[config.mk]
export PLATFORM = sky130hd
export DESIGN_NAME = timed_valve_pulse_counter_flat
export DESIGN_NICKNAME = d
export VERILOG_FILES = /design/src/rtl/core/tvpc_pkg.sv /design/src/rtl/core/tvpc_req_if.sv /design/src/rtl/core/tvpc_rsp_if.sv /design/src/rtl/core/tvpc_csr.sv /design/src/rtl/core/tvpc_core.sv /design/src/rtl/core/timed_valve_pulse_counter.sv /design/src/flat_wrapper.sv
export VERILOG_INCLUDE_DIRS = /design/src /design/src/rtl/core
export SDC_FILE = /design/constraint.sdc
export NUM_CORES = 1
export LEC_CHECK = 0
export BUFFER_PORTS_ARGS = -buffer_cell sky130_fd_sc_hd__buf_2
export CAP_MARGIN = 20
export CORE_MARGIN = 3
export CORE_UTILIZATION = 45
export DETAILED_ROUTE_END_ITERATION = 16
export PLACE_DENSITY = 0.75
export SYNTH_ARGS = -nofsm -noshare
export SYNTH_HDL_FRONTEND = slang
export SYNTH_HIERARCHICAL = 1
export SYNTH_SLANG_ARGS = --single-unit
[constraint.sdc]
create_clock -name clock -period 9.2 [get_ports clock]
set_input_delay 0.46 -clock clock [delete_from_list [all_inputs] [get_ports clock]]
set_output_delay 0.46 -clock clock [all_outputs]
set_load 0.03 [all_outputs]
[src/rtl/core/timed_valve_pulse_counter_defines.svh]
`ifndef TIMED_VALVE_PULSE_COUNTER_DEFINES_SVH
`define TIMED_VALVE_PULSE_COUNTER_DEFINES_SVH

// condition must hold in the same cycle as the trigger
`define TVPC_ASSERT_SAME(label, clk, rst, trig, cond) \
   label: assert property (@(posedge clk) disable iff (rst) (trig) |-> (cond)) \
      else $error("tvpc assertion failed");

// condition must hold in the cycle after the trigger
`define TVPC_ASSERT_NEXT(label, clk, rst, trig, cond) \
   label: assert property (@(posedge clk) disable iff (rst) (trig) |=> (cond)) \
      else $error("tvpc assertion failed");

`endif

[src/rtl/core/tvpc_pkg.sv]
package tvpc_pkg;

   localparam int ButtonCount  = 4;
   localparam int CountWidth   = 32;
   localparam int TickWidth    = 25;
   localparam int SinceWidth   = 17;
   localparam int CycleWidth   = 4;
   localparam int SecondsWidth = 8;
   localparam int CfgWidth     = 16;
   localparam int CsrIdxWidth  = 3;

   localparam logic [CsrIdxWidth-1:0] RegDebounce     = 3'd0;
   localparam logic [CsrIdxWidth-1:0] RegTicksPerSec  = 3'd1;
   localparam logic [CsrIdxWidth-1:0] RegPause        = 3'd2;
   localparam logic [CsrIdxWidth-1:0] RegSplitCycles  = 3'd3;
   localparam logic [CsrIdxWidth-1:0] RegSeconds0     = 3'd4;
   localparam logic [CsrIdxWidth-1:0] RegSeconds1     = 3'd5;
   localparam logic [CsrIdxWidth-1:0] RegSeconds2     = 3'd6;
   localparam logic [CsrIdxWidth-1:0] RegSeconds3     = 3'd7;

   typedef enum logic [1:0] {
      PhIdle  = 2'd0,
      PhOpen  = 2'd1,
      PhPause = 2'd2
   } phase_type;

   typedef struct packed {
      logic [CfgWidth-1:0]                         debounce_ticks;
      logic [CfgWidth-1:0]                         ticks_per_second;
      logic [CfgWidth-1:0]                         pause_ticks;
      logic [CycleWidth-1:0]                       split_cycles;
      logic [ButtonCount-1:0][SecondsWidth-1:0]    seconds;
   } cfg_type;

   typedef struct packed {
      logic                   pulse_edge;
      logic [ButtonCount-1:0] buttons;
   } req_type;

   typedef struct packed {
      logic                  valve_open;
      logic                  busy_res;
      logic                  in_pause;
      logic [CycleWidth-1:0] cycle_number;
      logic [CountWidth-1:0] pulse_total;
      logic                  run_done;
   } rsp_type;

endpackage

[src/rtl/core/tvpc_req_if.sv]
interface tvpc_req_if;
   logic                             valid;
   logic                             ready;
   logic                             pulse_edge;
   logic [tvpc_pkg::ButtonCount-1:0] buttons;

   modport source (output valid, pulse_edge, buttons, input ready);
   modport sink (input valid, pulse_edge, buttons, output ready);
endinterface

[src/rtl/core/tvpc_rsp_if.sv]
interface tvpc_rsp_if;
   logic                            valid;
   logic                            ready;
   logic                            valve_open;
   logic                            busy_res;
   logic                            in_pause;
   logic [tvpc_pkg::CycleWidth-1:0] cycle_number;
   logic [tvpc_pkg::CountWidth-1:0] pulse_total;
   logic                            run_done;

   modport source (output valid, valve_open, busy_res, in_pause, cycle_number,
                   pulse_total, run_done, input ready);
   modport sink (input valid, valve_open, busy_res, in_pause, cycle_number,
                 pulse_total, run_done, output ready);
endinterface

[src/rtl/core/tvpc_csr.sv]
module tvpc_csr (
   input  logic                              clock,
   input  logic                              reset,
   input  logic                              csr_we,
   input  logic [tvpc_pkg::CsrIdxWidth-1:0]  csr_index,
   input  logic [tvpc_pkg::CfgWidth-1:0]     csr_wdata,
   output tvpc_pkg::cfg_type                 cfg
);

   tvpc_pkg::cfg_type cfg_ff;

   always_ff @(posedge clock) begin
      if (reset) begin
         cfg_ff.debounce_ticks   <= 16'd500;
         cfg_ff.ticks_per_second <= 16'd1000;
         cfg_ff.pause_ticks      <= 16'd2000;
         cfg_ff.split_cycles     <= 4'd10;
         cfg_ff.seconds[0]       <= 8'd1;
         cfg_ff.seconds[1]       <= 8'd3;
         cfg_ff.seconds[2]       <= 8'd10;
         cfg_ff.seconds[3]       <= 8'd100;
      end else if (csr_we) begin
         unique case (csr_index)
            tvpc_pkg::RegDebounce:    cfg_ff.debounce_ticks   <= csr_wdata;
            tvpc_pkg::RegTicksPerSec: cfg_ff.ticks_per_second <= csr_wdata;
            tvpc_pkg::RegPause:       cfg_ff.pause_ticks      <= csr_wdata;
            tvpc_pkg::RegSplitCycles: begin
               cfg_ff.split_cycles <= csr_wdata[tvpc_pkg::CycleWidth-1:0];
            end
            tvpc_pkg::RegSeconds0: cfg_ff.seconds[0] <= csr_wdata[7:0];
            tvpc_pkg::RegSeconds1: cfg_ff.seconds[1] <= csr_wdata[7:0];
            tvpc_pkg::RegSeconds2: cfg_ff.seconds[2] <= csr_wdata[7:0];
            tvpc_pkg::RegSeconds3: cfg_ff.seconds[3] <= csr_wdata[7:0];
            default: ;
         endcase
      end
   end

   assign cfg = cfg_ff;

endmodule

[src/rtl/core/tvpc_core.sv]
`include "timed_valve_pulse_counter_defines.svh"

module tvpc_core (
   input  logic               clock,
   input  logic               reset,
   input  logic               step_en,
   input  tvpc_pkg::req_type  item,
   input  tvpc_pkg::cfg_type  cfg,
   output tvpc_pkg::rsp_type  res
);

   tvpc_pkg::phase_type phase_ff, phase_in, phase_cur;
   logic [tvpc_pkg::TickWidth-1:0]    pt_ff, pt_in, pt_cur, pt_inc, open_len;
   logic [tvpc_pkg::CycleWidth-1:0]   cd_ff, cd_in, cd_cur, cd_inc, cycle_lim;
   logic                              split_ff, split_in;
   logic [tvpc_pkg::SecondsWidth-1:0] sec_ff, sec_in;
   logic [tvpc_pkg::CountWidth-1:0]   pc_ff, pc_in;
   logic [tvpc_pkg::SinceWidth-1:0]   tsp_ff, tsp_in;
   logic [1:0]                        btn_sel;
   logic [23:0]                       product;
   logic                              start, cycle_end, finish;

   // lowest numbered pressed button wins
   always_comb begin
      priority if (item.buttons[0]) btn_sel = 2'd0;
      else if (item.buttons[1])     btn_sel = 2'd1;
      else if (item.buttons[2])     btn_sel = 2'd2;
      else                          btn_sel = 2'd3;
   end

   // idle: button check, debounce counter, run start
   always_comb begin
      start    = 1'b0;
      split_in = split_ff;
      sec_in   = sec_ff;
      tsp_in   = tsp_ff;
      if (phase_ff == tvpc_pkg::PhIdle) begin
         if (item.buttons != '0) begin
            if (tsp_ff > {1'b0, cfg.debounce_ticks}) begin
               start    = 1'b1;
               split_in = (btn_sel < 2'd2);
               sec_in   = cfg.seconds[btn_sel];
            end
            tsp_in = '0;
         end else if (tsp_ff != '1) begin
            tsp_in = tsp_ff + 1'b1;
         end
      end
   end

   assign phase_cur = start ? tvpc_pkg::PhOpen : phase_ff;
   assign pt_cur    = start ? '0 : pt_ff;
   assign cd_cur    = start ? '0 : cd_ff;
   assign pc_in     = (start ? '0 : pc_ff) + {{(tvpc_pkg::CountWidth-1){1'b0}}, item.pulse_edge};

   assign product   = sec_in * cfg.ticks_per_second;
   assign open_len  = {1'b0, product} + 1'b1;
   assign pt_inc    = pt_cur + 1'b1;
   assign cd_inc    = cd_cur + 1'b1;
   assign cycle_lim = (cfg.split_cycles == '0) ? 4'd1 : cfg.split_cycles;

   // open and pause timing
   always_comb begin
      phase_in  = phase_cur;
      pt_in     = pt_cur;
      cd_in     = cd_cur;
      cycle_end = 1'b0;
      finish    = 1'b0;
      unique case (phase_cur)
         tvpc_pkg::PhOpen: begin
            if (pt_inc >= open_len) begin
               pt_in = '0;
               if (!split_in) begin
                  finish = 1'b1;
               end else if (cfg.pause_ticks != '0) begin
                  phase_in = tvpc_pkg::PhPause;
               end else begin
                  cycle_end = 1'b1;
               end
            end else begin
               pt_in = pt_inc;
            end
         end
         tvpc_pkg::PhPause: begin
            if (pt_inc >= {9'd0, cfg.pause_ticks}) begin
               pt_in     = '0;
               cycle_end = 1'b1;
            end else begin
               pt_in = pt_inc;
            end
         end
         default: ;
      endcase
      if (cycle_end) begin
         cd_in = cd_inc;
         if (cd_inc >= cycle_lim) begin
            finish = 1'b1;
         end else begin
            phase_in = tvpc_pkg::PhOpen;
         end
      end
      if (finish) begin
         phase_in = tvpc_pkg::PhIdle;
         pt_in    = '0;
         cd_in    = '0;
      end
   end

   always_comb begin
      res.valve_open   = (phase_cur == tvpc_pkg::PhOpen);
      res.busy_res     = (phase_cur != tvpc_pkg::PhIdle);
      res.in_pause     = (phase_cur == tvpc_pkg::PhPause);
      res.cycle_number = (res.busy_res && split_in) ? cd_inc : '0;
      res.pulse_total  = pc_in;
      res.run_done     = finish;
   end

   always_ff @(posedge clock) begin
      if (reset) begin
         phase_ff <= tvpc_pkg::PhIdle;
         pt_ff    <= '0;
         cd_ff    <= '0;
         split_ff <= 1'b0;
         sec_ff   <= '0;
         pc_ff    <= '0;
         tsp_ff   <= '0;
      end else if (step_en) begin
         phase_ff <= phase_in;
         pt_ff    <= pt_in;
         cd_ff    <= cd_in;
         split_ff <= split_in;
         sec_ff   <= sec_in;
         pc_ff    <= pc_in;
         // end of a run restarts the debounce window
         tsp_ff   <= finish ? '0 : tsp_in;
      end
   end

   `TVPC_ASSERT_SAME(a_done_while_busy, clock, reset, step_en && res.run_done, res.busy_res)
   `TVPC_ASSERT_SAME(a_idle_counters_clear, clock, reset, phase_ff == tvpc_pkg::PhIdle,
                     pt_ff == '0 && cd_ff == '0)
   `TVPC_ASSERT_SAME(a_pause_only_split, clock, reset, phase_ff == tvpc_pkg::PhPause, split_ff)
   `TVPC_ASSERT_NEXT(a_done_clears_debounce, clock, reset, step_en && res.run_done,
                     tsp_ff == '0 && phase_ff == tvpc_pkg::PhIdle)

endmodule

[src/rtl/core/timed_valve_pulse_counter.sv]
// Timed valve pulse counter. Every req transfer is one millisecond tick carrying the flow-meter
// edge flag and the four button levels; every tick gives exactly one rsp transfer describing
// that tick (valve state, run state, split cycle, wrapping 32-bit pulse count, run end flag).
// A tick goes through an input register, one pass of step logic (one 8x16 multiply for the open
// length and a 25-bit compare) and a result register; one tick is taken every cycle while the
// result side keeps up. Configuration is written through csr_we, csr_index and csr_wdata; the
// user must write it only while no tick is in flight, as the block itself does not enforce this.
// Debounce, tick rate, pause and cycle count act from the next tick on, even in the middle of a
// run, while the open seconds are taken when a run starts.
`include "timed_valve_pulse_counter_defines.svh"

module timed_valve_pulse_counter (
   input  logic                              clock,
   input  logic                              reset,
   tvpc_req_if.sink                          req_chan,
   tvpc_rsp_if.source                        rsp_chan,
   input  logic                              csr_we,
   input  logic [tvpc_pkg::CsrIdxWidth-1:0]  csr_index,
   input  logic [tvpc_pkg::CfgWidth-1:0]     csr_wdata
);

   tvpc_pkg::cfg_type cfg;
   tvpc_pkg::req_type in_ff;
   tvpc_pkg::rsp_type res, out_ff;
   logic              in_valid_ff, out_valid_ff, advance;

   tvpc_csr u_csr (
      .clock     (clock),
      .reset     (reset),
      .csr_we    (csr_we),
      .csr_index (csr_index),
      .csr_wdata (csr_wdata),
      .cfg       (cfg)
   );

   tvpc_core u_core (
      .clock   (clock),
      .reset   (reset),
      .step_en (advance),
      .item    (in_ff),
      .cfg     (cfg),
      .res     (res)
   );

   // a tick steps when the result register is free or being drained
   assign advance        = in_valid_ff && (!out_valid_ff || rsp_chan.ready);
   assign req_chan.ready = !in_valid_ff || advance;

   always_ff @(posedge clock) begin
      if (reset) begin
         in_valid_ff  <= 1'b0;
         out_valid_ff <= 1'b0;
      end else begin
         if (req_chan.ready) begin
            in_valid_ff <= req_chan.valid;
         end
         if (advance) begin
            out_valid_ff <= 1'b1;
         end else if (rsp_chan.ready) begin
            out_valid_ff <= 1'b0;
         end
      end
   end

   always_ff @(posedge clock) begin
      if (req_chan.valid && req_chan.ready) begin
         in_ff.pulse_edge <= req_chan.pulse_edge;
         in_ff.buttons    <= req_chan.buttons;
      end
      if (advance) begin
         out_ff <= res;
      end
   end

   assign rsp_chan.valid        = out_valid_ff;
   assign rsp_chan.valve_open   = out_ff.valve_open;
   assign rsp_chan.busy_res     = out_ff.busy_res;
   assign rsp_chan.in_pause     = out_ff.in_pause;
   assign rsp_chan.cycle_number = out_ff.cycle_number;
   assign rsp_chan.pulse_total  = out_ff.pulse_total;
   assign rsp_chan.run_done     = out_ff.run_done;

   `TVPC_ASSERT_NEXT(a_step_fills_output, clock, reset, advance, out_valid_ff)
   `TVPC_ASSERT_SAME(a_stall_holds_input, clock, reset, in_valid_ff && !advance,
                     !req_chan.ready)
   `TVPC_ASSERT_NEXT(a_transfer_loads_input, clock, reset,
                     req_chan.valid && req_chan.ready, in_valid_ff)

endmodule
[src/flat_wrapper.sv]
// flat-port wrapper written by rule: the top's interface ports become plain ports
module timed_valve_pulse_counter_flat 
  (clock, reset, csr_we, csr_index, csr_wdata, req_chan_valid, req_chan_pulse_edge, req_chan_buttons, req_chan_ready, rsp_chan_valid, rsp_chan_valve_open, rsp_chan_busy_res, rsp_chan_in_pause, rsp_chan_cycle_number, rsp_chan_pulse_total, rsp_chan_run_done, rsp_chan_ready);
  tvpc_req_if req_chan_i ();
  tvpc_rsp_if rsp_chan_i ();
  input  logic clock;
  input  logic reset;
  input  logic csr_we;
  input  logic [tvpc_pkg::CsrIdxWidth-1:0] csr_index;
  input  logic [tvpc_pkg::CfgWidth-1:0] csr_wdata;
  input wire logic [$bits(req_chan_i.valid)-1:0] req_chan_valid;
  input wire logic [$bits(req_chan_i.pulse_edge)-1:0] req_chan_pulse_edge;
  input wire logic [$bits(req_chan_i.buttons)-1:0] req_chan_buttons;
  output wire logic [$bits(req_chan_i.ready)-1:0] req_chan_ready;
  output wire logic [$bits(rsp_chan_i.valid)-1:0] rsp_chan_valid;
  output wire logic [$bits(rsp_chan_i.valve_open)-1:0] rsp_chan_valve_open;
  output wire logic [$bits(rsp_chan_i.busy_res)-1:0] rsp_chan_busy_res;
  output wire logic [$bits(rsp_chan_i.in_pause)-1:0] rsp_chan_in_pause;
  output wire logic [$bits(rsp_chan_i.cycle_number)-1:0] rsp_chan_cycle_number;
  output wire logic [$bits(rsp_chan_i.pulse_total)-1:0] rsp_chan_pulse_total;
  output wire logic [$bits(rsp_chan_i.run_done)-1:0] rsp_chan_run_done;
  input wire logic [$bits(rsp_chan_i.ready)-1:0] rsp_chan_ready;
  assign req_chan_i.valid = req_chan_valid;
  assign req_chan_i.pulse_edge = req_chan_pulse_edge;
  assign req_chan_i.buttons = req_chan_buttons;
  assign req_chan_ready = req_chan_i.ready;
  assign rsp_chan_valid = rsp_chan_i.valid;
  assign rsp_chan_valve_open = rsp_chan_i.valve_open;
  assign rsp_chan_busy_res = rsp_chan_i.busy_res;
  assign rsp_chan_in_pause = rsp_chan_i.in_pause;
  assign rsp_chan_cycle_number = rsp_chan_i.cycle_number;
  assign rsp_chan_pulse_total = rsp_chan_i.pulse_total;
  assign rsp_chan_run_done = rsp_chan_i.run_done;
  assign rsp_chan_i.ready = rsp_chan_ready;
  timed_valve_pulse_counter u_core (.clock(clock), .reset(reset), .req_chan(req_chan_i), .rsp_chan(rsp_chan_i), .csr_we(csr_we), .csr_index(csr_index), .csr_wdata(csr_wdata));
endmodule
Word level (Yosys, flattened, before mapping)
Cells that the tools add are included.
{ "totals": {"inputBits": 29, "wordCells": 120, "out_inout_bits": 42, "regBits": 220} }
{ "op_classes": {"addsub": 5, "n_lt_le_gt_ge": 6, "n_mux": 48, "reduce_logical": 25, "mul": 1, "n_eq_ne": 10} }
{ "ops": {"columns": ["operator", "count"], "rows": [
  ["two-way mux 25 bit", 4],
  ["two-way mux 17 bit", 4],
  ["one-hot mux 25 bit (2 select lines)", 1],
  ["adder 32 x 1 -> 32 bit", 1],
  ["two-way mux 32 bit", 1],
  ["two-way mux 8 bit", 4],
  ["adder 24 x 1 -> 25 bit (second input constant)", 1],
  ["adder 25 x 1 -> 25 bit (second input constant)", 1],
  [">= comparator 25 x 16 -> 1 bit", 1],
  [">= comparator 25 bit", 1],
  ["multiplier 8 x 16 -> 24 bit", 1],
  ["two-way mux 2 bit", 10],
  ["two-way mux 1 bit", 18],
  ["adder 17 x 1 -> 17 bit (second input constant)", 1],
  ["> comparator 17 x 16 -> 1 bit", 1],
  ["!= test 17 bit (second input constant)", 1],
  ["binary-select mux 8 bit (select 2 bit)", 1],
  ["two-way mux 4 bit", 4],
  ["AND reduction 2 bit", 8],
  ["nonzero test 16 bit", 1],
  ["equality test 3 bit (second input constant)", 4],
  ["equality test 3 x 2 -> 1 bit (second input constant)", 2],
  ["nonzero test 2 bit", 3],
  ["adder 4 x 1 -> 4 bit (second input constant)", 1],
  ["other kinds (16)", 20]
]} }

Logic depth before layout (Yosys ltp)
Gate-level depths: netlist (run 1).
{ "depth": {"ltp_word": 17, "ltp_mapped": 43, "ltp_nobuf": 39} }

Hierarchy
Netlist (run 1), hierarchy kept.
{ "modules_own_cells": {"columns": ["module", "seq_area_each_um2", "area_each_um2", "n_inst", "cells_each"], "rows": [
  ["tvpc_core", 1781.7, 11449.7, 1, 1436],
  ["tvpc_csr", 1681.6, 3352.0, 1, 315],
  ["timed_valve_pulse_counter", 1391.3, 1455.1, 1, 55]
]} }

Least setup slack after synthesis (run 1)
Ideal clock, no wire load.
{ "synth_path": {"path_kind": "flip-flop to flip-flop", "startpoint": "register u_core.u_csr.cfg_ff, in the netlist u_core/u_csr/cfg[74]", "endpoint": "register u_core/u_core/pt_ff[10] (netlist name)", "arrival_ns": 9.233, "synth_period_minus_slack_ns": 9.355, "path_slack_ns": -0.155, "path_stages_with_launch": 41, "cell_sequence": "dfxtp_1 inv_1 ha_1 and4_1 and4_4 a21oi_1 and3_1 buf_2 nor2_2 buf_2 mux2i_1 clkbuf_1 nor2b_1 fa_1 fa_1 fa_1 inv_1 fa_1 (+5 left out) nor2_1 a2111oi_0 or3_1 a31o_2 a21oi_1 xor2_1 ha_1 nand4_1 nor4_1 a41oi_1 a21oi_1 nor3_1 or2_2 o21ai_1 nor2_4 buf_4 a32oi_1 o21ai_1"} }
{ "synth_via": {"elab_chain_cells": 12} }
{ "synth_rtl": {"columns": ["element", "line", "rtl"], "rows": [
  ["start: declaration", "tvpc_csr.sv:10", "tvpc_pkg::cfg_type cfg_ff;"],
  ["> comparator 17 x 16 -> 1 bit *", "tvpc_core.sv:39", "if (tsp_ff > {1'b0, cfg.debounce_ticks}) begin"],
  ["two-way mux 8 bit or two-way mux 1 bit (tied branches)", "tvpc_core.sv:39", null],
  ["two-way mux 8 bit or two-way mux 1 bit (tied branches)", "tvpc_core.sv:38", "if (item.buttons != '0) begin"],
  ["two-way mux 8 bit or two-way mux 1 bit (tied branches)", "tvpc_core.sv:37", "if (phase_ff == tvpc_pkg::PhIdle) begin"],
  ["multiplier 8 x 16 -> 24 bit or two-way mux 25 bit (tied branches)", "tvpc_core.sv:56, tvpc_core.sv:52", null],
  ["adder 24 x 1 -> 25 bit or adder 25 x 1 -> 25 bit (tied branches)", "tvpc_core.sv:57, tvpc_core.sv:58", null],
  [">= comparator 25 bit", "tvpc_core.sv:71", "if (pt_inc >= open_len) begin"],
  ["two-way mux 1 bit", "tvpc_core.sv:71", null],
  ["two-way mux 1 bit", "tvpc_core.sv:69", "unique case (phase_cur)"],
  ["two-way mux 1 bit", "tvpc_core.sv:96", "if (cd_inc >= cycle_lim) begin"],
  ["two-way mux 1 bit", "tvpc_core.sv:94", "if (cycle_end) begin"],
  ["two-way mux 25 bit *", "tvpc_core.sv:102", "if (finish) begin"],
  ["end signal: assignment", "tvpc_core.sv:129", "pt_ff <= pt_in;"],
  ["end: declaration", "tvpc_core.sv:13", "logic [tvpc_pkg::TickWidth-1:0] pt_ff, pt_in, pt_cur, pt_inc, open_len;"]
]} }
Every way passes the cells marked *; elsewhere a longest branch is shown, timed or not.
A chain may end at the register's enable or synchronous reset.

Final worst setup path (run 1)
{ "layout_path": {"startpoint": "register u_core.u_csr.cfg_ff, in the netlist u_core/u_csr/cfg[71]", "endpoint": "register u_core/u_core/pt_ff[6] (netlist name)"} }
Same word-level chain as after synthesis.

==> qor.yml, run 1 <==
hold_path:
  min_to: "u_core/in_ff[4]$_DFFE_PP_"
  hold_depth: 1
  min_path_type: "in -> reg"
  hold_start: "req_chan_pulse_edge"
critical_path:
  rr_worst_depth: 36
  cp.arrival_ns: 9.17
  crit_top_cell: "fa_1"
  crit_fanout: 8
  r2r_start: "u_core/u_csr/cfg[71]$_SDFFE_PP0P_"
  required_ns: 9.61
  slowest_delay_ns: 0.55
  ff2ff_setup_slack_ns: 0.44
  critPathSlowestCell: "fa_1"
  r2r_end: "u_core/u_core/pt_ff[6]$_SDFFE_PP0P_"
  critical_path_class: "reg -> reg"
  critPathCaptureType: "register"
  cp-start-kind: "register"
sta:
  fmax_ghz: 0.114
  hold_violations: 0
  finalSetupViolations: 0
  worst_pin_slew_ns: 0.914
  slew_viol_final: 0
  relSlewSlack: 0.387
  fin_crit_sh: 0.952
  fin_ws_ns: 0.441
  post-route-min-period_ns: 8.76
  fin_skew_ns: 0.0229
die:
  dieArea_um2: 38400
  start_util: 0.464
  fp.dieH_um: 196
  io-pin-count: 71
  rows: 68
  dieWidth_um: 196
  core_um2: 35100
synthesis:
  async_flop_share: 0
  syn-num-nets: 2036
  ys_warn_count: 6
  syn_area_um2: 16300
  synthFlopType: "dfxtp_1"
  syn_avg_cell_area_um2: 9.00
  yosysSeqAreaShare: 0.299
  synth_top_area_share: 0.216
  yosysTopAreaCell: "dfxtp_1"
  synth.ff_latch_count: 220
  synth_cell_types: 96
  syn_inst: 1806
  synth_edf_count: 45
  ys_top_cells_by_area: "dfxtp_1 22%, fa_1 10%, ha_1 9.0%, edfxtp_1 8.3%, mux2i_1 7.1%"
power:
  p_int_w: 0.00162
  p_clk_frac: 0.455
  p_leak_nw: 8.27
  pwr-share-comb: 0.065
  p_sw_frac: 0.235
  p_sw_w: 0.000496
  peakVddDrop_mv: 0.137
  sequentialPowerShare: 0.481
  p_per_area_nw_per_um2: 115
detailed_routing:
  drt_iter0_drc: 887
  vias: 13400
  wl_per_cell_um: 17.6
  drt.antenna.violating_nets: 0
  wirelength_um: 41900
  vias_per_cell: 5.65
  first_pass_iters: 5
  drc_errors: 0
final_layout:
  n_antenna_cell: 0
  regArea_um2: 4850
  syn_to_final_growth_pct: 12.8
  multiInputGateArea_um2: 10700
  drive_above_1_share: 0.129
  final_area_um2: 18300
  finish.net_count: 2134
  fill_cells: 3167
placement:
  gp_congestion: 0.894
  portBuffers: 70
  placed_area_um2: 17400
  dpl.hpwl_um: 31000
  pre_cts_ws_ns: -0.595
global_routing:
  overflow: 0
  grtUsageTotal: 0.209
  grt_max_degree: 96
  grt_first_pass_wirelength_um: 67000
  antenna_found_initial: 0
  grt_pass1_vias: 13200
clock_network:
  insertion_delay_ns: 0.52
  cts.path.max_buffers: 3
  cts_max_level: 1
  hold_buffers: 0
  cts_buffers: 23
  clk_pin_slew_ns: 0.06
  root_buffer: "clkbuf_16"
  cts_sinks: 220
  cts_tree: "yes"
run_status:
  status: "finished, final reports clean"
flow_run:
  cap_violations: 0
==> logic make-up (layout without fill, tap and decap cells) <==
kind of cell | Yosys count | in the layout | synth area share
multiplexers | 115 | 115 | 0.0708
buffers and inverters | 208 | 322 | 0.0514
adder cells (fa/ha/maj) | 201 | 201 | 0.193
AO/OA/AOI/OAI | 272 | 272 | 0.114
AND/OR/NAND/NOR | 719 | 720 | 0.234
flip-flops | 220 | 220 | 0.299
XOR/XNOR | 71 | 71 | 0.0383
==> worst max path at each step <==
stage,from,cells after the start,to
final,u_core/u_csr/cfg[71]$_SDFFE_PP0P_,36,u_core/u_core/pt_ff[6]$_SDFFE_PP0P_
after global routing,u_core/u_csr/cfg[74]$_SDFFE_PP1P_,33,u_core/u_core/tsp_ff[16]$_SDFFE_PP0P_
after CTS,u_core/u_csr/cfg[75]$_SDFFE_PP1P_,37,u_core/u_core/tsp_ff[11]$_SDFFE_PP0P_
after detailed placement,u_core/u_csr/cfg[75]$_SDFFE_PP1P_,37,u_core/u_core/tsp_ff[11]$_SDFFE_PP0P_
after global placement,u_core/u_csr/cfg[74]$_SDFFE_PP1P_,40,u_core/u_core/tsp_ff[9]$_SDFFE_PP0P_
after floorplan,u_core/u_csr/cfg[74]$_SDFFE_PP1P_,40,u_core/u_core/tsp_ff[9]$_SDFFE_PP0P_
==> metal layers <==
metal  global-route usage  share of wire  vias up
met5                    0              0        -
met4               0.0594          0.029        0
met3               0.0218          0.056       80
li1                     -              -     6385
met1                0.283           0.44     6545
met2                0.356           0.48      417
==> timing repair <==
action | in CTS | in global routing
gates cloned | 0 | 1
setup endpoints to repair | 47 | 48
resized for setup | 3 | 25
pin swaps | 0 | 15
buffers inserted | 0 | 2
==> critical path, delay by kind of cell, from the launching register on <==
family / cells / cell delay, ns
adders and majority gates: 7 / 2.96
AOI/OAI and AO/OA: 11 / 2.18
buffers and inverters: 5 / 0.50
muxes: 1 / 0.24
DFF: 1 / 0.33
xor gates and xnor gates: 1 / 0.07
and+or+nand+nor: 11 / 2.34
==> through the flow <==
stage | TNS (ns) | utilization | power [W] | hold WS [ns] | std cells
finish | 0 | 0.523 | 0.00211 | 0.137 | 2376
global route | -0.294 | 0.523 | 0.00217 | 0.120 | 2376
CTS | -0.963 | 0.519 | 0.00212 | 0.120 | 2373
detailed placement | -14.67 | 0.497 | 0.00117 | 0.464 | 2331
global placement | -6.36 | 0.497 | 0.00117 | 0.458 | 2331
floorplan | 0 | - | 0.00112 | 0.445 | 1806
==> layout by cell type (no fill, tap or decap), types with 23 or more instances in the layout <==
master,instances
nor2_1,178
dfxtp_1,175
nand2_1,139
inv_1,132
ha_1,116
mux2i_1,114
nand2b_1,95
fa_1,84
buf_4,76
nor2b_1,72
buf_2,69
a21oi_1,64
o21ai_0,59
and2_1,48
edfxtp_1,45
nand3_1,41
xor2_1,39
xnor2_1,32
nor3_1,27
and3_1,26
nand4_1,24
clkbuf_16,23
==> synthesized netlist by cell type, drive strengths merged (4+ instances only) <==
cell type and n:
a211oi 12, a21o 21, a21oi 73, a22o 9
a31o 5, a31oi 11, a32oi 7, and2 50
and3 27, and4 8, buf 37, clkbuf 38
dfxtp 175, edfxtp 45, fa 84, ha 117
inv 132, mux2i 115, nand2 141, nand2b 95
nand3 41, nand4 26, nand4b 5, nor2 180
nor2b 72, nor3 31, nor4 12, o211ai 6
o21a 4, o21ai 75, o21bai 6, o22ai 4
or2 4, or3 11, xnor2 32, xor2 39
==> layout make-up <==
cell class / instances / area share
clock buffer: 32 / 0.0349
inverter: 133 / 0.0272
sequential: 220 / 0.265
timing repair buffer: 147 / 0.0516
multi-input combinational: 1379 / 0.584
clock inverter: 10 / 0.00689
tap: 455 / 0.0310
==> state kept, by name, indices dropped and copies added (netlist names), 5 cells and up <==
signal / count
u_core/in_ff: 5
u_core/u_csr/cfg: 84
u_core/rsp_chan.pulse_total: 32
u_core/u_core/pc_ff: 32
u_core/u_core/sec_ff: 8
u_core/u_core/tsp_ff: 17
u_core/u_core/pt_ff: 25
==> power groups by stage <==
stage               registers [W]   logic, W  clock network [W]
CTS                       0.00102   0.000134           0.000974
global route              0.00102   0.000146            0.00101
detailed placement        0.00104   0.000133                  0
finish                    0.00102   0.000137           0.000960
global placement          0.00104   0.000131                  0
floorplan                 0.00105  0.0000731                  0
No activity file was read; power rests on OpenSTA's default activity.
==> run 2: changes to the inputs <==
- clock period: 9.2 -> 7.8 ns (I/O delays scaled with it)
==> run 2 against run 1 <==
Against the previous run:
- the flow now finishes with violations (negative setup slack)
- clock skew shrank 0.0092 ns
- combinational power is 24% higher
- largest cell class unchanged
- sequential power is 18% higher
- hold slack lost 0.10 ns
- utilization increased by 4.7 points
- via count is 3.3% higher
- register-to-register slack lost 1.2 ns
==> qor.yml, run 2 (synthesis results as in run 1) <==
clock_network:
  clk_pin_slew_ns: 0.07  # about the same
  cts_buffers: 24  # +4.3%
  hold_buffers: 0  # unchanged
  cts.path.max_buffers: 3  # unchanged
  cts_tree: "yes"
  insertion_delay_ns: 0.53  # about the same
  root_buffer: "clkbuf_16"
  cts_max_level: 1  # unchanged
  cts_sinks: 220  # unchanged
detailed_routing:
  vias_per_cell: 5.61  # -0.68%
  drt.antenna.violating_nets: 0  # unchanged
  drt_iter0_drc: 934  # +5.3%
  wirelength_um: 43800  # +4.6%
  vias: 13900  # +3.3%
  drc_errors: 0  # unchanged
  wl_per_cell_um: 17.7  # +0.50%
  first_pass_iters: 6  # +1
final_layout:
  final_cell_mix: "173 x nor2_1, 161 x dfxtp_1, 151 x buf_4"
  n_antenna_cell: 0  # unchanged
  fin_util: 0.570  # +0.0465
  drive_above_1_share: 0.234  # +0.105
  fin_cells: 2472  # +4.0%
  syn_to_final_growth_pct: 22.9
  finish.net_count: 2231  # +4.5%
  largest_reg_flops: 84  # unchanged
  layout.cells.most_common: "nor2_1"
critical_path:
  rr_worst_depth: 41  # +14%
  critical_path_class: "reg -> reg"
  cp_top_family: "adder cells"
  crit_path_start: "u_core/u_core/tsp_ff[4]$_SDFFE_PP0P_"
  slowest_delay_ns: 0.57  # +0.02 ns
  r2r_start: "u_core/u_core/tsp_ff[4]$_SDFFE_PP0P_"
  cp.buffers_inverters: 9  # +4
  critPathCaptureType: "register"
  required_ns: 8.22  # -1.39 ns
  cp.arrival_ns: 9.00  # -0.17 ns
  ff2ff_setup_slack_ns: -0.78  # -1.22 ns
  crit_fanout: 8  # unchanged
  crit_top_cell: "buf_4"
  cp-start-kind: "register"
  critPathSlowestCell: "fa_2"
  r2r_end: "u_core/u_core/cd_ff[2]$_SDFFE_PP0P_"
global_routing:
  grtUsageTotal: 0.222  # +0.0126
  overflow: 0  # unchanged
  grt_first_pass_wirelength_um: 71200  # +6.3%
  grt_max_degree: 113  # +18%
  antenna_found_initial: 1  # +1
  grt_pass1_vias: 14200  # +7.0%
die:
  io-pin-count: 71  # unchanged
  start_util: 0.464  # unchanged
  fp.dieH_um: 196  # unchanged
  dieArea_um2: 38400  # unchanged
  dieWidth_um: 196  # unchanged
  core_um2: 35100  # unchanged
  rows: 68  # unchanged
run_status:
  failed_checks: "negative setup slack"
  status: "finished with violations"
placement:
  pre_cts_ws_ns: -0.939  # -0.344 ns
  dp.cells: 2399  # +2.9%
  portBuffers: 70  # unchanged
  gp_congestion: 0.910  # +1.8%
  dpl.hpwl_um: 31700  # +2.1%
power:
  sequentialPowerShare: 0.469  # -0.012
  p_clk_frac: 0.464  # +0.009
  p_leak_nw: 8.86  # +7.1%
  p_per_area_nw_per_um2: 128  # +11%
  p_int_w: 0.00196  # +21%
  p_sw_w: 0.000593  # +20%
  pwr-share-comb: 0.067  # +0.002
  peakVddDrop_mv: 0.179  # +30%
  p_sw_frac: 0.233  # -0.00207
sta:
  fmax_ghz: 0.117  # +2.1%
  fin_skew_ns: 0.0137  # -0.00923 ns
  relSlewSlack: 0.303  # -0.0835
  fin_ws_ns: -0.779  # -1.22 ns
  hold_slack_ns: 0.0360  # -0.101 ns
  finalSetupViolations: 49  # +49
  worst_pin_slew_ns: 1.04  # +0.127 ns
  hold_violations: 0  # unchanged
  fin_crit_sh: 1.10  # +0.148
  post-route-min-period_ns: 8.58  # -0.180 ns
  rsz0062_at_grt: "true"
  tns_ns: -32.18  # -32.18 ns
  slew_viol_final: 0  # unchanged
hold_path:
  hold_depth: 1  # unchanged
  min_to: "u_core/in_ff[4]$_DFFE_PP_"
  hold_start: "req_chan_pulse_edge"
  min_path_type: "in -> reg"
flow_run:
  cap_violations: 0  # unchanged
==> run 2: cell count changes in the layout (fill, tap and decap cells not counted), sizes merged <==
| cell | before | now |
|---|---|---|
| clkinv | 7 | 5 |
| clkbuf | 32 | 34 |
| bufinv | 3 | 2 |
| clkinvlp | 0 | 2 |
| buf | 147 | 243 |
| nor2 | 181 | 180 |
==> run 2: timing repair <==
action / CTS / global route
pin swaps: 51 / 44
endpoints found under the setup margin: 49 / 49
gates resized for setup: 100 / 59
endpoints found under the hold margin: 0 / 0
buffers inserted: 18 / 14
cloned: 1 / 1
==> run 2: worst register-to-register path, delay by kind of cell (launching register included) <==
| family | cells | cell delay, ns |
|---|---|---|
| AND/OR/NAND/NOR | 13 | 1.68 |
| flip-flops | 1 | 0.39 |
| AO/OA/AOI/OAI | 11 | 2.20 |
| adder cells (fa/ha/maj) | 7 | 2.89 |
| buffers and inverters | 9 | 1.23 |
| XOR/XNOR | 1 | 0.12 |
==> run 2: cell type report <==
type	instances	area, um2
clock buffer	33	727
clock inverter	9	103
fill	2923	15100
inverter	133	499
multi-input combinational	1378	11400
sequential	220	4870
tap	455	569
timing repair buffer	244	1800
==> run 2: worst max path at each step <==
stage                                           endpoint  cells past startpoint
finish               u_core/u_core/cd_ff[2]$_SDFFE_PP0P_                     41
global route        u_core/u_core/tsp_ff[1]$_SDFFE_PP0P_                     36
CTS                 u_core/u_core/tsp_ff[1]$_SDFFE_PP0P_                     36
detailed placement  u_core/u_core/tsp_ff[5]$_SDFFE_PP0P_                     39
global placement    u_core/u_core/tsp_ff[1]$_SDFFE_PP0P_                     37
floorplan           u_core/u_core/tsp_ff[9]$_SDFFE_PP0P_                     39
==> run 2: stage by stage <==
stage	cell area, um2	power, W
floorplan	16600	0.00133
global placement	18200	0.00138
detailed placement	18200	0.00138
CTS	19600	0.00256
global route	20000	0.00263
finish	20000	0.00255
==> run 2: metal layers <==
layer | wire (um) | part of all wire | track usage | vias to the layer above
li1 | - | - | - | 6585
met1 | 19000 | 0.43 | 0.294 | 6748
met2 | 21000 | 0.48 | 0.379 | 432
met3 | 2540 | 0.058 | 0.0290 | 107
met4 | 1270 | 0.029 | 0.0647 | 2
met5 | 13 | 0.00030 | 0 | -
==> run 2: power by group through the flow <==
stage | Sequential, W | Combinational (W) | Clock, W
final | 0.00120 | 0.000170 | 0.00118
after global routing | 0.00120 | 0.000181 | 0.00125
after CTS | 0.00120 | 0.000164 | 0.00120
after detailed placement | 0.00122 | 0.000160 | 0
after global placement | 0.00122 | 0.000157 | 0
after floorplan | 0.00124 | 0.0000885 | 0
==> run 3: changes to the inputs <==
--- a/config.mk
+++ b/config.mk
@@ -12,5 +12,4 @@
 export CORE_UTILIZATION = 45
 export DETAILED_ROUTE_END_ITERATION = 16
-export PLACE_DENSITY = 0.75
 export SYNTH_ARGS = -nofsm -noshare
 export SYNTH_HDL_FRONTEND = slang
==> constraint.sdc (replaced) <==
create_clock -name clock -period 7.8 [get_ports clock]
set_input_delay 0 -clock clock [delete_from_list [all_inputs] [get_ports clock]]
set_output_delay 0 -clock clock [all_outputs]
set_load 0.03 [all_outputs]
==> run 3 against run 2 <==
Against the previous run:
- flip-flop and latch count unchanged
- clock power about the same
- cell count increased by 0.28%
- the flow still finishes with violations (negative setup slack)
- clock skew increased by 0.020 ns
- largest power group unchanged
- highest routed layer is now met4
- register-to-register slack improved by 0.13 ns
- cell area decreased by 0.96%
==> qor.yml, run 3 (synthesis results as in run 1) <==
run_status:
  status: "finished with violations"
  failed_checks: "negative setup slack"
global_routing:
  grt_first_pass_wirelength_um: 70500  # -0.96%
  antenna_found_initial: 0  # -1
  overflow: 0  # unchanged
  grtUsageTotal: 0.223  # +0.00168
  grt_pass1_vias: 13500  # -4.7%
  grt_max_degree: 72  # -36%
critical_path:
  slowest_delay_ns: 0.53  # -0.04 ns
  crit_fanout: 9  # +1
  r2r_end: "u_core/u_core/tsp_ff[16]$_SDFFE_PP0P_"
  cp_top_family: "adder cells"
  required_ns: 8.28  # +0.06 ns
  crit_top_cell: "fa_1"
  critPathSlowestCell: "fa_1"
  r2r_start: "u_core/u_core/tsp_ff[1]$_SDFFE_PP0P_"
  critPathCaptureType: "register"
  cp.arrival_ns: 8.92  # -0.08 ns
  critical_path_class: "reg -> reg"
  cp.buffers_inverters: 5  # -4
  crit_path_start: "u_core/u_core/tsp_ff[1]$_SDFFE_PP0P_"
  rr_worst_depth: 37  # -9.8%
  cp-start-kind: "register"
  ff2ff_setup_slack_ns: -0.65  # +0.13 ns
sta:
  post-route-min-period_ns: 8.45  # -0.130 ns
  rsz0062_at_grt: "true"
  fin_skew_ns: 0.0332  # +0.0195 ns
  fin_ws_ns: -0.649  # +0.130 ns
  fin_crit_sh: 1.08  # -0.0167
  tns_ns: -27.14  # +5.04 ns
  finalSetupViolations: 49  # unchanged
  fmax_ghz: 0.118  # +1.5%
  slew_viol_final: 0  # unchanged
  relSlewSlack: 0.321  # +0.0176
  worst_pin_slew_ns: 1.01  # -0.0304 ns
  hold_violations: 0  # unchanged
final_layout:
  syn_to_final_growth_pct: 21.7
  fin_cells: 2479  # +0.28%
  layout.cells.most_common: "nor2_1"
  n_antenna_cell: 0  # unchanged
  finish.net_count: 2235  # +0.18%
  fill_cells: 3156  # +8.0%
  largest_reg_flops: 84  # unchanged
  final_cell_mix: "176 x nor2_1, 160 x dfxtp_1, 139 x buf_4"
  drive_above_1_share: 0.204  # -0.0295
die:
  io-pin-count: 71  # unchanged
  dieArea_um2: 38400  # unchanged
  core_um2: 35100  # unchanged
  dieWidth_um: 196  # unchanged
  rows: 68  # unchanged
  fp.dieH_um: 196  # unchanged
  start_util: 0.464  # unchanged
power:
  p_per_area_nw_per_um2: 128  # about the same
  p_leak_nw: 8.81  # -0.57%
  peakVddDrop_mv: 0.199  # +11%
placement:
  portBuffers: 70  # unchanged
  dpl.hpwl_um: 32400  # +2.2%
  gp_congestion: 0.898  # -1.3%
  dp.cells: 2387  # -0.50%
hold_path:
  min_path_type: "in -> reg"
  hold_depth: 3  # +2
  min_to: "u_core/u_csr/cfg[81]$_SDFFE_PP0P_"
  hold_start: "csr_wdata[13]"
detailed_routing:
  vias_per_cell: 5.43  # -3.3%
  first_pass_iters: 5  # -1
  drt.antenna.violating_nets: 0  # unchanged
  wirelength_um: 43300  # -1.3%
  drc_errors: 0  # unchanged
  drt_iter0_drc: 665  # -29%
  wl_per_cell_um: 17.4  # -1.6%
  vias: 13400  # -3.1%
clock_network:
  cts_buffers: 25  # +4.2%
  cts.path.max_buffers: 3  # unchanged
  clk_pin_slew_ns: 0.06  # about the same
  insertion_delay_ns: 0.55  # +0.02 ns
  cts_tree: "yes"
  root_buffer: "clkbuf_16"
  cts_sinks: 220  # unchanged
  cts_max_level: 1  # unchanged
flow_run:
  cap_violations: 0  # unchanged
## run 3: repair_timing
item / CTS / global route
hold endpoints to repair: 91 / 0
hold buffers: 29 / 0
endpoints found under the setup margin: 49 / 49
setup buffers: 9 / 8
gates resized for setup: 49 / 55
pin swaps: 44 / 31
cloned: 1 / 0
## run 3: layout make-up
class                   count  area, um2  area share
clock buffers              35        693      0.0350
clock inverters            11        111     0.00563
inverters                 133        499      0.0252
multi-input cells        1378      11200       0.566
flip-flops and latches    220       4870       0.246
well taps                 455        569      0.0288
repair buffers            247       1840      0.0928
## run 3: how the worst max path moves through the flow
stage,endpoint,slack (ns),depth (start not counted)
6_report,u_core/u_core/tsp_ff[16]$_SDFFE_PP0P_,-0.65,37
5_1_grt,u_core/u_core/tsp_ff[1]$_SDFFE_PP0P_,-0.99,39
4_1_cts,u_core/u_core/tsp_ff[13]$_SDFFE_PP0P_,-0.80,40
3_5_place_dp,u_core/u_core/tsp_ff[16]$_SDFFE_PP0P_,-0.94,35
3_3_place_gp,u_core/u_core/tsp_ff[13]$_SDFFE_PP0P_,-0.72,36
2_1_floorplan,u_core/u_core/tsp_ff[9]$_SDFFE_PP0P_,-0.37,39
## run 3: power by group
part	internal (W)	switching (W)
clock	0.000686	0.000467
sequential	0.00118	0.0000145
combinational	0.0000660	0.000112
total	0.00193	0.000594
## run 3: layer usage
layer	share of wire	global-route usage
met3	0.038	0.0283
met4	0.025	0.0581
met2	0.47	0.369
met5	0	0
met1	0.47	0.311
## run 3: metrics by stage
step	setup slack, ns	utilization	hold slack (ns)	power [W]	area (um2)
global placement	-0.717	0.517	0.179	0.00138	18100
CTS	-0.799	0.557	0.0206	0.00255	19500
floorplan	-0.371	-	0.0624	0.00133	16600
global route	-0.986	0.564	0.00541	0.00263	19800
detailed placement	-0.943	0.517	0.178	0.00139	18100
finish	-0.649	0.564	0.00595	0.00253	19800
## run 3: worst register-to-register path, delay by kind of cell (launching register included)
kind | cells | cell delay [ns]
compound gates | 12 | 2.62
fa+ha+maj | 7 | 2.81
flops | 1 | 0.34
buf+inv | 5 | 0.57
xor+xnor | 1 | 0.16
simple gates | 12 | 1.84
